## config.mk

```make
export PLATFORM = sky130hd
export DESIGN_NAME = priority_round_robin_scheduler
export DESIGN_NICKNAME = d
export VERILOG_FILES = /design/src/rtl/prrs_pkg.sv /design/src/rtl/priority_round_robin_scheduler.sv
export SDC_FILE = /design/constraint.sdc
export NUM_CORES = 1
export LEC_CHECK = 0
export ABC_AREA = 1
export CAP_MARGIN = 20
export CORE_ASPECT_RATIO = 1.2
export CORE_UTILIZATION = 64
export CTS_CLUSTER_SIZE = 20
export DETAILED_ROUTE_END_ITERATION = 10
export DONT_BUFFER_PORTS = 1
export PLACE_DENSITY = 0.8
export SYNTH_ARGS = -nofsm -noshare
export SYNTH_HDL_FRONTEND = slang
export SYNTH_SLANG_ARGS = --single-unit
```

## constraint.sdc

```tcl
create_clock -name clk -period 3.8 [get_ports clk]
set_input_delay 0.57 -clock clk [delete_from_list [all_inputs] [get_ports clk]]
set_output_delay 0.57 -clock clk [all_outputs]
set_load 0.01 [all_outputs]
```

## src/rtl/prrs_pkg.sv

```systemverilog
// Shared types and constants of the priority round-robin scheduler.
package prrs_pkg;

    localparam int MAX_THREADS = 16;
    localparam int ID_W        = 16;
    localparam int PRI_W       = 4;
    localparam int IDX_W       = $clog2(MAX_THREADS);
    localparam int CNT_W       = $clog2(MAX_THREADS + 1);
    localparam int FUNC_W      = 2;
    localparam int STATUS_W    = 2;
    localparam int ADDR_W      = 3;
    localparam int DATA_W      = 32;

    localparam logic [PRI_W-1:0] MAIN_PRI_RESET = PRI_W'(9);

    localparam logic [FUNC_W-1:0] FUNC_CREATE = 2'd0;
    localparam logic [FUNC_W-1:0] FUNC_YIELD  = 2'd1;
    localparam logic [FUNC_W-1:0] FUNC_EXIT   = 2'd2;

    localparam logic [STATUS_W-1:0] STATUS_OK    = 2'd0;
    localparam logic [STATUS_W-1:0] STATUS_FULL  = 2'd1;
    localparam logic [STATUS_W-1:0] STATUS_EMPTY = 2'd2;

    localparam logic [0:0] REG_MAIN_PRIORITY = 1'b0;

    typedef struct packed {
        logic [ID_W-1:0]  id;
        logic [PRI_W-1:0] pri;
    } entry_t;

endpackage

```

## src/rtl/priority_round_robin_scheduler.sv

```systemverilog
// Top level of the priority round-robin scheduler with its thread table memory.
// Yield reads the running entry and its successor (not with one thread); create and exit shift
// entries one by one. Others fetch the running id; a last exit or empty ring skip the table.
// One request at a time: a new start is taken only while busy is low, a limit set by the
// single read and single write port of the thread table; the receiver never stalls the block.
// Reset: the table holds the main thread, id 0, at main_priority; done pulses once per request.
module priority_round_robin_scheduler
(
    input  logic                              clk,
    input  logic                              rst_n,
    input  logic                              psel,
    input  logic                              penable,
    input  logic                              pwrite,
    input  logic [prrs_pkg::ADDR_W-1:0]       paddr,
    input  logic [prrs_pkg::DATA_W-1:0]       pwdata,
    output logic [prrs_pkg::DATA_W-1:0]       prdata,
    output logic                              pready,
    input  logic                              start,
    output logic                              busy,
    input  logic [prrs_pkg::FUNC_W-1:0]       func,
    input  logic [prrs_pkg::PRI_W-1:0]        priority_req,
    output logic                              done,
    output logic [prrs_pkg::ID_W-1:0]         running_id,
    output logic [prrs_pkg::ID_W-1:0]         new_id,
    output logic [prrs_pkg::STATUS_W-1:0]     status
);

    typedef enum logic [3:0] {
        ST_IDLE,
        ST_C_STEP,
        ST_C_PLACE,
        ST_Y_A,
        ST_Y_B,
        ST_E_FIRST,
        ST_E_SHIFT,
        ST_FETCH,
        ST_RESP
    } state_t;

    state_t                               state_reg, state_next;
    logic [prrs_pkg::CNT_W-1:0]           count_reg, count_next;
    logic [prrs_pkg::IDX_W-1:0]           ri_reg, ri_next;
    logic [prrs_pkg::IDX_W-1:0]           idx_reg, idx_next;
    logic [prrs_pkg::ID_W-1:0]            idc_reg, idc_next;
    logic [prrs_pkg::PRI_W-1:0]           req_pri_reg, req_pri_next;
    logic [prrs_pkg::PRI_W-1:0]           pri_save_reg, pri_save_next;
    logic                                 to_head_reg, to_head_next;
    logic [prrs_pkg::PRI_W-1:0]           main_pri_reg, main_pri_next;
    logic [prrs_pkg::PRI_W-1:0]           e0_pri_reg, e0_pri_next;
    logic                                 e0_init_reg, e0_init_next;
    logic                                 untouched_reg, untouched_next;
    logic                                 done_reg, done_next;
    logic [prrs_pkg::ID_W-1:0]            running_id_reg, running_id_next;
    logic [prrs_pkg::ID_W-1:0]            new_id_reg, new_id_next;
    logic [prrs_pkg::STATUS_W-1:0]        status_reg, status_next;

    prrs_pkg::entry_t                     entry_mem_reg [prrs_pkg::MAX_THREADS];
    prrs_pkg::entry_t                     rdata_reg;
    logic                                 rd_zero_reg;
    prrs_pkg::entry_t                     rd_view;
    prrs_pkg::entry_t                     mem_wdata;
    logic                                 mem_we;
    logic [prrs_pkg::IDX_W-1:0]           mem_waddr;
    logic [prrs_pkg::IDX_W-1:0]           mem_raddr;

    logic                                 cfg_we;
    logic                                 accept;
    logic [prrs_pkg::CNT_W-1:0]           ri_ext;
    logic [prrs_pkg::CNT_W-1:0]           idx_ext;
    logic [prrs_pkg::CNT_W-1:0]           nxt_ext;
    logic                                 th_now;
    logic                                 th_final;

    assign pready = 1'b1;
    assign prdata = (paddr[2] == prrs_pkg::REG_MAIN_PRIORITY) ?
                    prrs_pkg::DATA_W'(main_pri_reg) : '0;
    assign cfg_we = psel && penable && pwrite && (paddr[2] == prrs_pkg::REG_MAIN_PRIORITY);
    assign busy   = (state_reg != ST_IDLE);
    assign accept = start && !busy;

    assign done       = done_reg;
    assign running_id = running_id_reg;
    assign new_id     = new_id_reg;
    assign status     = status_reg;

    // Entry 0 reads as the main thread until it is first written.
    always_comb
    begin
        if (rd_zero_reg && e0_init_reg)
        begin
            rd_view.id  = '0;
            rd_view.pri = e0_pri_reg;
        end
        else
        begin
            rd_view = rdata_reg;
        end
    end

    assign ri_ext  = prrs_pkg::CNT_W'(ri_reg);
    assign idx_ext = prrs_pkg::CNT_W'(idx_reg);
    assign nxt_ext = ((ri_ext + 1'b1) >= count_reg) ? '0 : (ri_ext + 1'b1);
    assign th_now  = (ri_reg == '0) || (pri_save_reg < rd_view.pri);
    assign th_final = (idx_reg == ri_reg) ? th_now : to_head_reg;

    always_comb
    begin
        state_next      = state_reg;
        count_next      = count_reg;
        ri_next         = ri_reg;
        idx_next        = idx_reg;
        idc_next        = idc_reg;
        req_pri_next    = req_pri_reg;
        pri_save_next   = pri_save_reg;
        to_head_next    = to_head_reg;
        main_pri_next   = main_pri_reg;
        e0_pri_next     = e0_pri_reg;
        e0_init_next    = e0_init_reg;
        untouched_next  = untouched_reg;
        done_next       = 1'b0;
        running_id_next = running_id_reg;
        new_id_next     = new_id_reg;
        status_next     = status_reg;
        mem_we          = 1'b0;
        mem_waddr       = idx_reg;
        mem_wdata       = rd_view;
        mem_raddr       = ri_reg;

        case (state_reg)
            ST_IDLE:
            begin
                if (cfg_we)
                begin
                    main_pri_next = pwdata[prrs_pkg::PRI_W-1:0];
                    if (untouched_reg)
                    begin
                        e0_pri_next = pwdata[prrs_pkg::PRI_W-1:0];
                    end
                end
                if (accept)
                begin
                    untouched_next = 1'b0;
                    new_id_next    = '0;
                    status_next    = prrs_pkg::STATUS_OK;
                    if (count_reg == '0)
                    begin
                        done_next       = 1'b1;
                        running_id_next = '0;
                        status_next     = prrs_pkg::STATUS_EMPTY;
                    end
                    else
                    begin
                        case (func)
                            prrs_pkg::FUNC_CREATE:
                            begin
                                if (count_reg >= prrs_pkg::CNT_W'(prrs_pkg::MAX_THREADS))
                                begin
                                    status_next = prrs_pkg::STATUS_FULL;
                                    state_next  = ST_FETCH;
                                end
                                else
                                begin
                                    idc_next     = idc_reg + 1'b1;
                                    new_id_next  = idc_reg + 1'b1;
                                    req_pri_next = priority_req;
                                    idx_next     = count_reg[prrs_pkg::IDX_W-1:0];
                                    mem_raddr    = prrs_pkg::IDX_W'(count_reg - 1'b1);
                                    state_next   = ST_C_STEP;
                                end
                            end
                            prrs_pkg::FUNC_YIELD:
                            begin
                                if (count_reg == prrs_pkg::CNT_W'(1))
                                begin
                                    state_next = ST_FETCH;
                                end
                                else
                                begin
                                    mem_raddr  = ri_reg;
                                    state_next = ST_Y_A;
                                end
                            end
                            prrs_pkg::FUNC_EXIT:
                            begin
                                mem_raddr  = ri_reg;
                                state_next = ST_E_FIRST;
                            end
                            default:
                            begin
                                state_next = ST_FETCH;
                            end
                        endcase
                    end
                end
            end
            ST_C_STEP:
            begin
                mem_we    = 1'b1;
                mem_waddr = idx_reg;
                if (rd_view.pri > req_pri_reg)
                begin
                    mem_wdata = rd_view;
                    if (idx_reg == prrs_pkg::IDX_W'(1))
                    begin
                        idx_next   = '0;
                        state_next = ST_C_PLACE;
                    end
                    else
                    begin
                        idx_next  = idx_reg - 1'b1;
                        mem_raddr = idx_reg - prrs_pkg::IDX_W'(2);
                    end
                end
                else
                begin
                    mem_wdata.id  = new_id_reg;
                    mem_wdata.pri = req_pri_reg;
                    count_next    = count_reg + 1'b1;
                    if (idx_reg <= ri_reg)
                    begin
                        ri_next = ri_reg + 1'b1;
                    end
                    state_next = ST_FETCH;
                end
            end
            ST_C_PLACE:
            begin
                mem_we        = 1'b1;
                mem_waddr     = '0;
                mem_wdata.id  = new_id_reg;
                mem_wdata.pri = req_pri_reg;
                count_next    = count_reg + 1'b1;
                ri_next       = ri_reg + 1'b1;
                state_next    = ST_FETCH;
            end
            ST_Y_A:
            begin
                pri_save_next = rd_view.pri;
                mem_raddr     = nxt_ext[prrs_pkg::IDX_W-1:0];
                state_next    = ST_Y_B;
            end
            ST_Y_B:
            begin
                if (pri_save_reg < rd_view.pri)
                begin
                    ri_next = '0;
                end
                else
                begin
                    ri_next = nxt_ext[prrs_pkg::IDX_W-1:0];
                end
                state_next = ST_FETCH;
            end
            ST_E_FIRST:
            begin
                pri_save_next = rd_view.pri;
                idx_next      = ri_reg;
                if ((ri_ext + 1'b1) < count_reg)
                begin
                    mem_raddr  = ri_reg + 1'b1;
                    state_next = ST_E_SHIFT;
                end
                else
                begin
                    count_next = count_reg - 1'b1;
                    ri_next    = '0;
                    if (count_reg == prrs_pkg::CNT_W'(1))
                    begin
                        done_next       = 1'b1;
                        running_id_next = '0;
                        status_next     = prrs_pkg::STATUS_EMPTY;
                        state_next      = ST_IDLE;
                    end
                    else
                    begin
                        state_next = ST_FETCH;
                    end
                end
            end
            ST_E_SHIFT:
            begin
                mem_we    = 1'b1;
                mem_waddr = idx_reg;
                mem_wdata = rd_view;
                if (idx_reg == ri_reg)
                begin
                    to_head_next = th_now;
                end
                if ((idx_ext + prrs_pkg::CNT_W'(2)) < count_reg)
                begin
                    mem_raddr = idx_reg + prrs_pkg::IDX_W'(2);
                    idx_next  = idx_reg + 1'b1;
                end
                else
                begin
                    count_next = count_reg - 1'b1;
                    if (th_final)
                    begin
                        ri_next = '0;
                    end
                    state_next = ST_FETCH;
                end
            end
            ST_FETCH:
            begin
                mem_raddr  = ri_reg;
                state_next = ST_RESP;
            end
            ST_RESP:
            begin
                done_next       = 1'b1;
                running_id_next = rd_view.id;
                state_next      = ST_IDLE;
            end
            default:
            begin
                state_next = ST_IDLE;
            end
        endcase

        if (mem_we && (mem_waddr == '0))
        begin
            e0_init_next = 1'b0;
        end
    end

    always_ff @(posedge clk or negedge rst_n)
    begin
        if (!rst_n)
        begin
            state_reg      <= ST_IDLE;
            count_reg      <= prrs_pkg::CNT_W'(1);
            ri_reg         <= '0;
            idx_reg        <= '0;
            idc_reg        <= '0;
            req_pri_reg    <= '0;
            pri_save_reg   <= '0;
            to_head_reg    <= 1'b0;
            main_pri_reg   <= prrs_pkg::MAIN_PRI_RESET;
            e0_pri_reg     <= prrs_pkg::MAIN_PRI_RESET;
            e0_init_reg    <= 1'b1;
            untouched_reg  <= 1'b1;
            done_reg       <= 1'b0;
            running_id_reg <= '0;
            new_id_reg     <= '0;
            status_reg     <= prrs_pkg::STATUS_OK;
        end
        else
        begin
            state_reg      <= state_next;
            count_reg      <= count_next;
            ri_reg         <= ri_next;
            idx_reg        <= idx_next;
            idc_reg        <= idc_next;
            req_pri_reg    <= req_pri_next;
            pri_save_reg   <= pri_save_next;
            to_head_reg    <= to_head_next;
            main_pri_reg   <= main_pri_next;
            e0_pri_reg     <= e0_pri_next;
            e0_init_reg    <= e0_init_next;
            untouched_reg  <= untouched_next;
            done_reg       <= done_next;
            running_id_reg <= running_id_next;
            new_id_reg     <= new_id_next;
            status_reg     <= status_next;
        end
    end

    always_ff @(posedge clk)
    begin
        if (mem_we)
        begin
            entry_mem_reg[mem_waddr] <= mem_wdata;
        end
        rdata_reg   <= entry_mem_reg[mem_raddr];
        rd_zero_reg <= (mem_raddr == '0);
    end

`ifndef ASSERT_OFF
    a_count_max: assert property (@(posedge clk) disable iff (!rst_n)
        count_reg <= prrs_pkg::CNT_W'(prrs_pkg::MAX_THREADS))
        else $error("thread count above table size");

    a_ri_in_range: assert property (@(posedge clk) disable iff (!rst_n)
        (state_reg == ST_IDLE) && (count_reg != '0) |-> (ri_ext < count_reg))
        else $error("running index outside the ring");

    a_done_after_work: assert property (@(posedge clk) disable iff (!rst_n)
        done_reg && (status_reg != prrs_pkg::STATUS_EMPTY) |-> $past(state_reg == ST_RESP))
        else $error("result word without a table read");

    a_full_no_id: assert property (@(posedge clk) disable iff (!rst_n)
        done_reg && (status_reg == prrs_pkg::STATUS_FULL) |-> (new_id_reg == '0))
        else $error("refused create reported an id");

    a_empty_stays: assert property (@(posedge clk) disable iff (!rst_n)
        (count_reg == '0) |=> (count_reg == '0))
        else $error("empty ring came back to life");
`endif

endmodule
```

# After elaboration in Yosys (flattened, before gate mapping)
# Memories as Yosys holds them, arrays and structs flattened. A register that Yosys moved wholly into a read port is not among the register bits.
# Index checks and enable logic that the tools add are counted.
totals:
  regBits: 88
  mem_bits_rw: 320
  in_bits: 47
  output_inout_bits: 69
  wordCells: 167
  mem_count: 1
classes:
  addsub: 10
  magnitude_cmp: 7
  n_eq_ne: 27
  mux: 69
  n_bitwise: 3
  n_reduce_logical: 33
memory_table:
  columns: ["name", "words", "word_bits", "read_ports", "rd_ports_with_merged_regs", "wr", "line_no", "text"]
  rows:
  - ["entry_mem_reg", 16, 20, 1, 1, 1, "priority_round_robin_scheduler.sv:57", "prrs_pkg::entry_t entry_mem_reg [prrs_pkg::MAX_THREADS];"]
ops:
  columns: ["cell", "n"]
  rows:
  - ["$mux W4", 29]
  - ["$mux W16", 7]
  - ["$pmux W16 S3", 1]
  - ["$mux W20", 2]
  - ["$pmux W20 S2", 1]
  - ["$pmux W4 S5", 2]
  - ["$pmux W4 S7", 1]
  - ["$ne A2 B2 Y1 const B", 12]
  - ["$pmux W5 S4", 1]
  - ["$add A16 B1 Y16 const B", 1]
  - ["$eq A4 B3 Y1 const B", 4]
  - ["$logic_not A4 Y1", 4]
  - ["$pmux W4 S4", 1]
  - ["$mux W5", 3]
  - ["$mux W3", 4]
  - ["$pmux W4 S3", 1]
  - ["$reduce_and A4 Y1", 3]
  - ["$reduce_bool A4 Y1", 3]
  - ["$lt A5 B5 Y1", 2]
  - ["$mux W1", 10]
  - ["$reduce_and A5 Y1", 2]
  - ["$add A4 B1 Y4 const B", 2]
  - ["$eq A4 B1 Y1 const B", 2]
  - ["$eq A4 B2 Y1 const B", 2]
  - ["other kinds (37)", 49]

# Logic depth before layout (Yosys ltp)
logic_depth:
  depth_word: 8
  depth_mapped: 22
  mapped_depth_nobuf: 20

# Least setup slack after synthesis
# Ideal clock, no wire load.
synth_path:
  path_type: "reg2reg"
  start: "register ri_reg[0] in the netlist's numbering"
  end: "register rdata_reg[0] (netlist name)"
  setup_time_ns: 0.113
  t_arrival_ns: 3.011
  t_required_ns: 3.687
  path_slack_ns: 0.676
  path_stages_with_launch: 21
  path_buffers: 3
  period_less_slack_ns: 3.124
  path_cell_list: "dfrtp_1 -> clkbuf_1 -> inv_1 -> ha_1 -> ha_1 -> nand2_1 -> nor2_1 -> nand2_1 -> inv_1 -> nor2_1 -> nand2_1 -> a21oi_2 -> nor2_4 -> buf_2 -> buf_1 -> nand3_1 -> nand2_1 -> nand2_1 -> nand3_1 -> nand3_1 -> nand2_1"
synth_between:
  elab_chain_len: 5
  elab_cells_between_ends: 14
  classes_between: "2 x add/sub; 2 x order compare; 10 x mux"
synth_rtl:
  columns: ["element", "line_no", "text"]
  rows:
  - ["from (decl)", "priority_round_robin_scheduler.sv:42", "logic [prrs_pkg::IDX_W-1:0] ri_reg, ri_next;"]
  - ["from (signal assigned)", "priority_round_robin_scheduler.sv:352", "ri_reg <= ri_next;"]
  - ["parallel branches: the longest is 4 deep, another holds $add A4 B1 Y5", null, null]
  - ["$pmux W4 S5 (*)", "priority_round_robin_scheduler.sv:129", "case (state_reg)"]
# Mark *: on every way between the ends.
# A chain may end at the register's enable or synchronous reset.

==> run metrics <==
proportion of synthesized chip area in sequential cells=63.11%; Total Power=between 9000 and 10000 µW; number of cells after detailed placement=about 2.3k; reg-to-reg setup timing slack=0.24 ns; first-pass GRT wire length=approximately 74 mm; layout cell share with drive strength beyond 1=8.960%; share of synthesized area spent on multiplexers=0%; number of clock sinks=428; total power density per cell area=approximately 430 nW/µm²; Highest Clock Rate=approximately 0.28 GHz; Tmin final=around 3.6 ns; clock transition at the register clock pins on the worst setup and hold paths after CTS=around 0.06 ns; clock skew=about 0.025 ns; n_diodes=0; Final Non-Filler Cells=roughly 2.4k; Synth async-reset ratio=approximately a fifth; maximum number of pins on one net before global-route repair=approximately 110; adder and majority gate portion of the synthesized area=about 2.1%; CP Data Required Time=about 4.2 ns; Netlist Area Pre-Place=19360 µm²; 1st-iter DRT viols=~1.9k; biggest fanout along the worst timing path=62; core box area=roughly 30000 µm²; count of unresolved DRC violations after routing=0; number of endpoints with negative hold slack in the final report=0; RSZ-0062 raised after global routing=false; Setup crit end kind=flop; Rel. slew slack=53.62%; Root Buffer=clkbuf_16; combined global-route utilization of all metal layers=a little under a third; remaining global-route overflow=0; port bufs=0; hold crit path type=in -> reg; number of levels in the clock H-tree=2; Area Overhead vs Synth=10.90%; placed cell areas=roughly 20000 µm²; initial antenna violation count=0; XOR/XNOR Fraction of Synth Area=0.9955%; result of the run=completed; Die Area=about 31000 µm²; count of unique library cells instantiated by Yosys=48; final routed wire length divided by cell count=around 20 µm; setup_tns=0 ns; share of the clock period used by the worst path=93.60%; remaining antenna violation count after routing=0; element type at the critical path start=flop; average instance area after synthesis=just under 10 µm²; Layout Cell Area excl Fill=roughly 21000 µm²; Worst Tran Pin Value=0.6932 ns; P_leak=about 0.0079 µW; final RePlAce weighted congestion=about 0.97; buffers from clock root to sink, at most=3; flip-flop cell with the highest count after synthesis=edfxtp_1; flip-flop count of the largest register, all copies and words added=between 300 and 400; vias per std cell=~6; setup violation total in the final timing report=0; placed wire-length estimate=between 20 and 30 mm; main combinational cell family by area after synthesis=simple AND/OR/NAND/NOR gates; via count=14.35k; clock latency at the later pin of the worst-skew pair=around 0.56 ns; First-pass DRT Iterations=6; share of synthesized cell area in and, or, nand and nor gates=23.92%; Post-synth EDFFs=320; most common cell after layout, fill and taps aside=nand2_1; # IOs=approximately 120; TritonCTS clock tree=done; Pins Over Slew Limit=0; Post-Route WL=48.82 mm; vias in the first global route=between 10k and 15k; post-route core utilization=72.28%; die width=between 150 and 200 µm; Post-Synthesis Cells=roughly 2.0k; Inserted Clock Buffers=41; count of state elements after synthesis=roughly 430; commonest non-fill, non-tap cells in the layout=550 x nand2_1, 320 x edfxtp_1, 313 x nand3_1; # rows=69; Crit Path Class=reg -> reg; Synth warnings=0; chip height=~190 µm; worst IR drop on VDD=approximately 320 µV; initial core utilization=roughly two thirds; total of max-cap violations=0; post-synthesis compound-gate area fraction=4.215%; final net count=2055; Data arrival, critical path=3.98 ns
-- metal layers --
layer | GRT usage, % | routed length, µm
met1 | 40.27 | 18100
met2 | 52.88 | 23820
met3 | 5.179 | 4841
met5 | 0 | 0
met4 | 15.60 | 2056
-- path summary, 6_finish.rpt --
check / from / to / depth (start not counted)
min in group asynchronous: rst_n / ri_reg[0] / 2
worst min register to register: e0_init_reg / e0_init_reg / 2
worst max register to register: e0_init_reg / rdata_reg[2] / 20
worst min-delay path: pwdata[0] / main_pri_reg[0] / 2
worst max-delay path: e0_init_reg / rdata_reg[2] / 20
max in group asynchronous: rst_n / untouched_reg / 2
-- synthesized netlist by cell type, types with 2 or more instances --
master,count,area [µm²]
a21oi_1,19,95.09
a221oi_1,2,17.52
buf_1,7,26.28
buf_2,35,175.2
buf_4,30,225.2
clkbuf_1,45,168.9
clkinv_1,2,7.510
conb_1,2,7.510
dfrtp_1,80,2002
dfstp_2,7,183.9
dfxtp_1,21,420.4
edfxtp_1,320,9609
ha_1,32,400.4
inv_1,124,465.5
inv_2,7,26.28
nand2_1,551,2068
nand3_1,314,1572
nand3_2,2,20.02
nand3b_1,23,172.7
nand4_1,13,81.33
nor2_1,149,559.3
nor2_2,3,18.77
nor2_4,2,22.52
nor3_1,10,50.05
o211ai_1,8,60.06
o21ai_0,88,440.4
o22ai_1,16,100.1
xnor2_1,5,43.79
xor2_1,17,148.9
-- report_power, final --
part	leakage, µW	internal, µW	switching (µW)	total, µW
combinational	0.00410	21.3	65.7	87.0
sequential	0.00310	4990	10.7	5000
clock	0.000667	2350	1720	4080
-- critical path, cell delays in order, from the launching register on --
cell,delay (ns)
dfstp_2,0.53
nand2_1,0.20
nand2_1,0.15
o21ai_0,0.14
ha_1,0.34
nand2_1,0.06
nand2_1,0.06
nand2_1,0.05
nand2_1,0.11
nand2_1,0.14
nand2_2,0.15
nand3_1,0.16
a21oi_4,0.36
nand2_4,0.20
buf_12,0.25
nand2_1,0.09
nand2_1,0.05
nand2_1,0.06
nand3_1,0.13
nand3_1,0.12
nand2_1,0.06
-- stage by stage --
step | hold WS, ns | setup WS [ns]
2_1_floorplan | 0.2744 | 0.6763
3_3_place_gp | 0.2764 | 0.3358
3_5_place_dp | 0.2770 | 0.2541
4_1_cts | 0.1399 | 0.1731
5_1_grt | 0.1591 | 0.05976
6_report | 0.1598 | 0.2432
-- logic make-up after synthesis --
kind of cell | after synthesis
flip-flops | 428
AND/OR/NAND/NOR | 1075
other | 2
adder cells (fa/ha/maj) | 32
buffers and inverters | 250
XOR/XNOR | 22
AO/OA/AOI/OAI | 144
-- what timing repair did --
item,4_1_cts,5_1_grt
hold buffers,2,0
resized for setup,0,7
endpoints found under the hold margin,87,0
setup endpoints to repair,0,15
buffers inserted,0,0
-- layout make-up --
| class | count | area (µm²) |
|---|---|---|
| Inverter | 133 | 499.2 |
| Clock buffer | 49 | 1097 |
| Timing Repair Buffer | 70 | 685.7 |
| Tap cell | 390 | 488.0 |
| Fill cell | 1992 | 8233 |
| Sequential cell | 428 | 12220 |
| Clock inverter | 27 | 264.0 |
| Multi-Input combinational cell | 1302 | 6216 |
(Power assumes the default switching activity.)
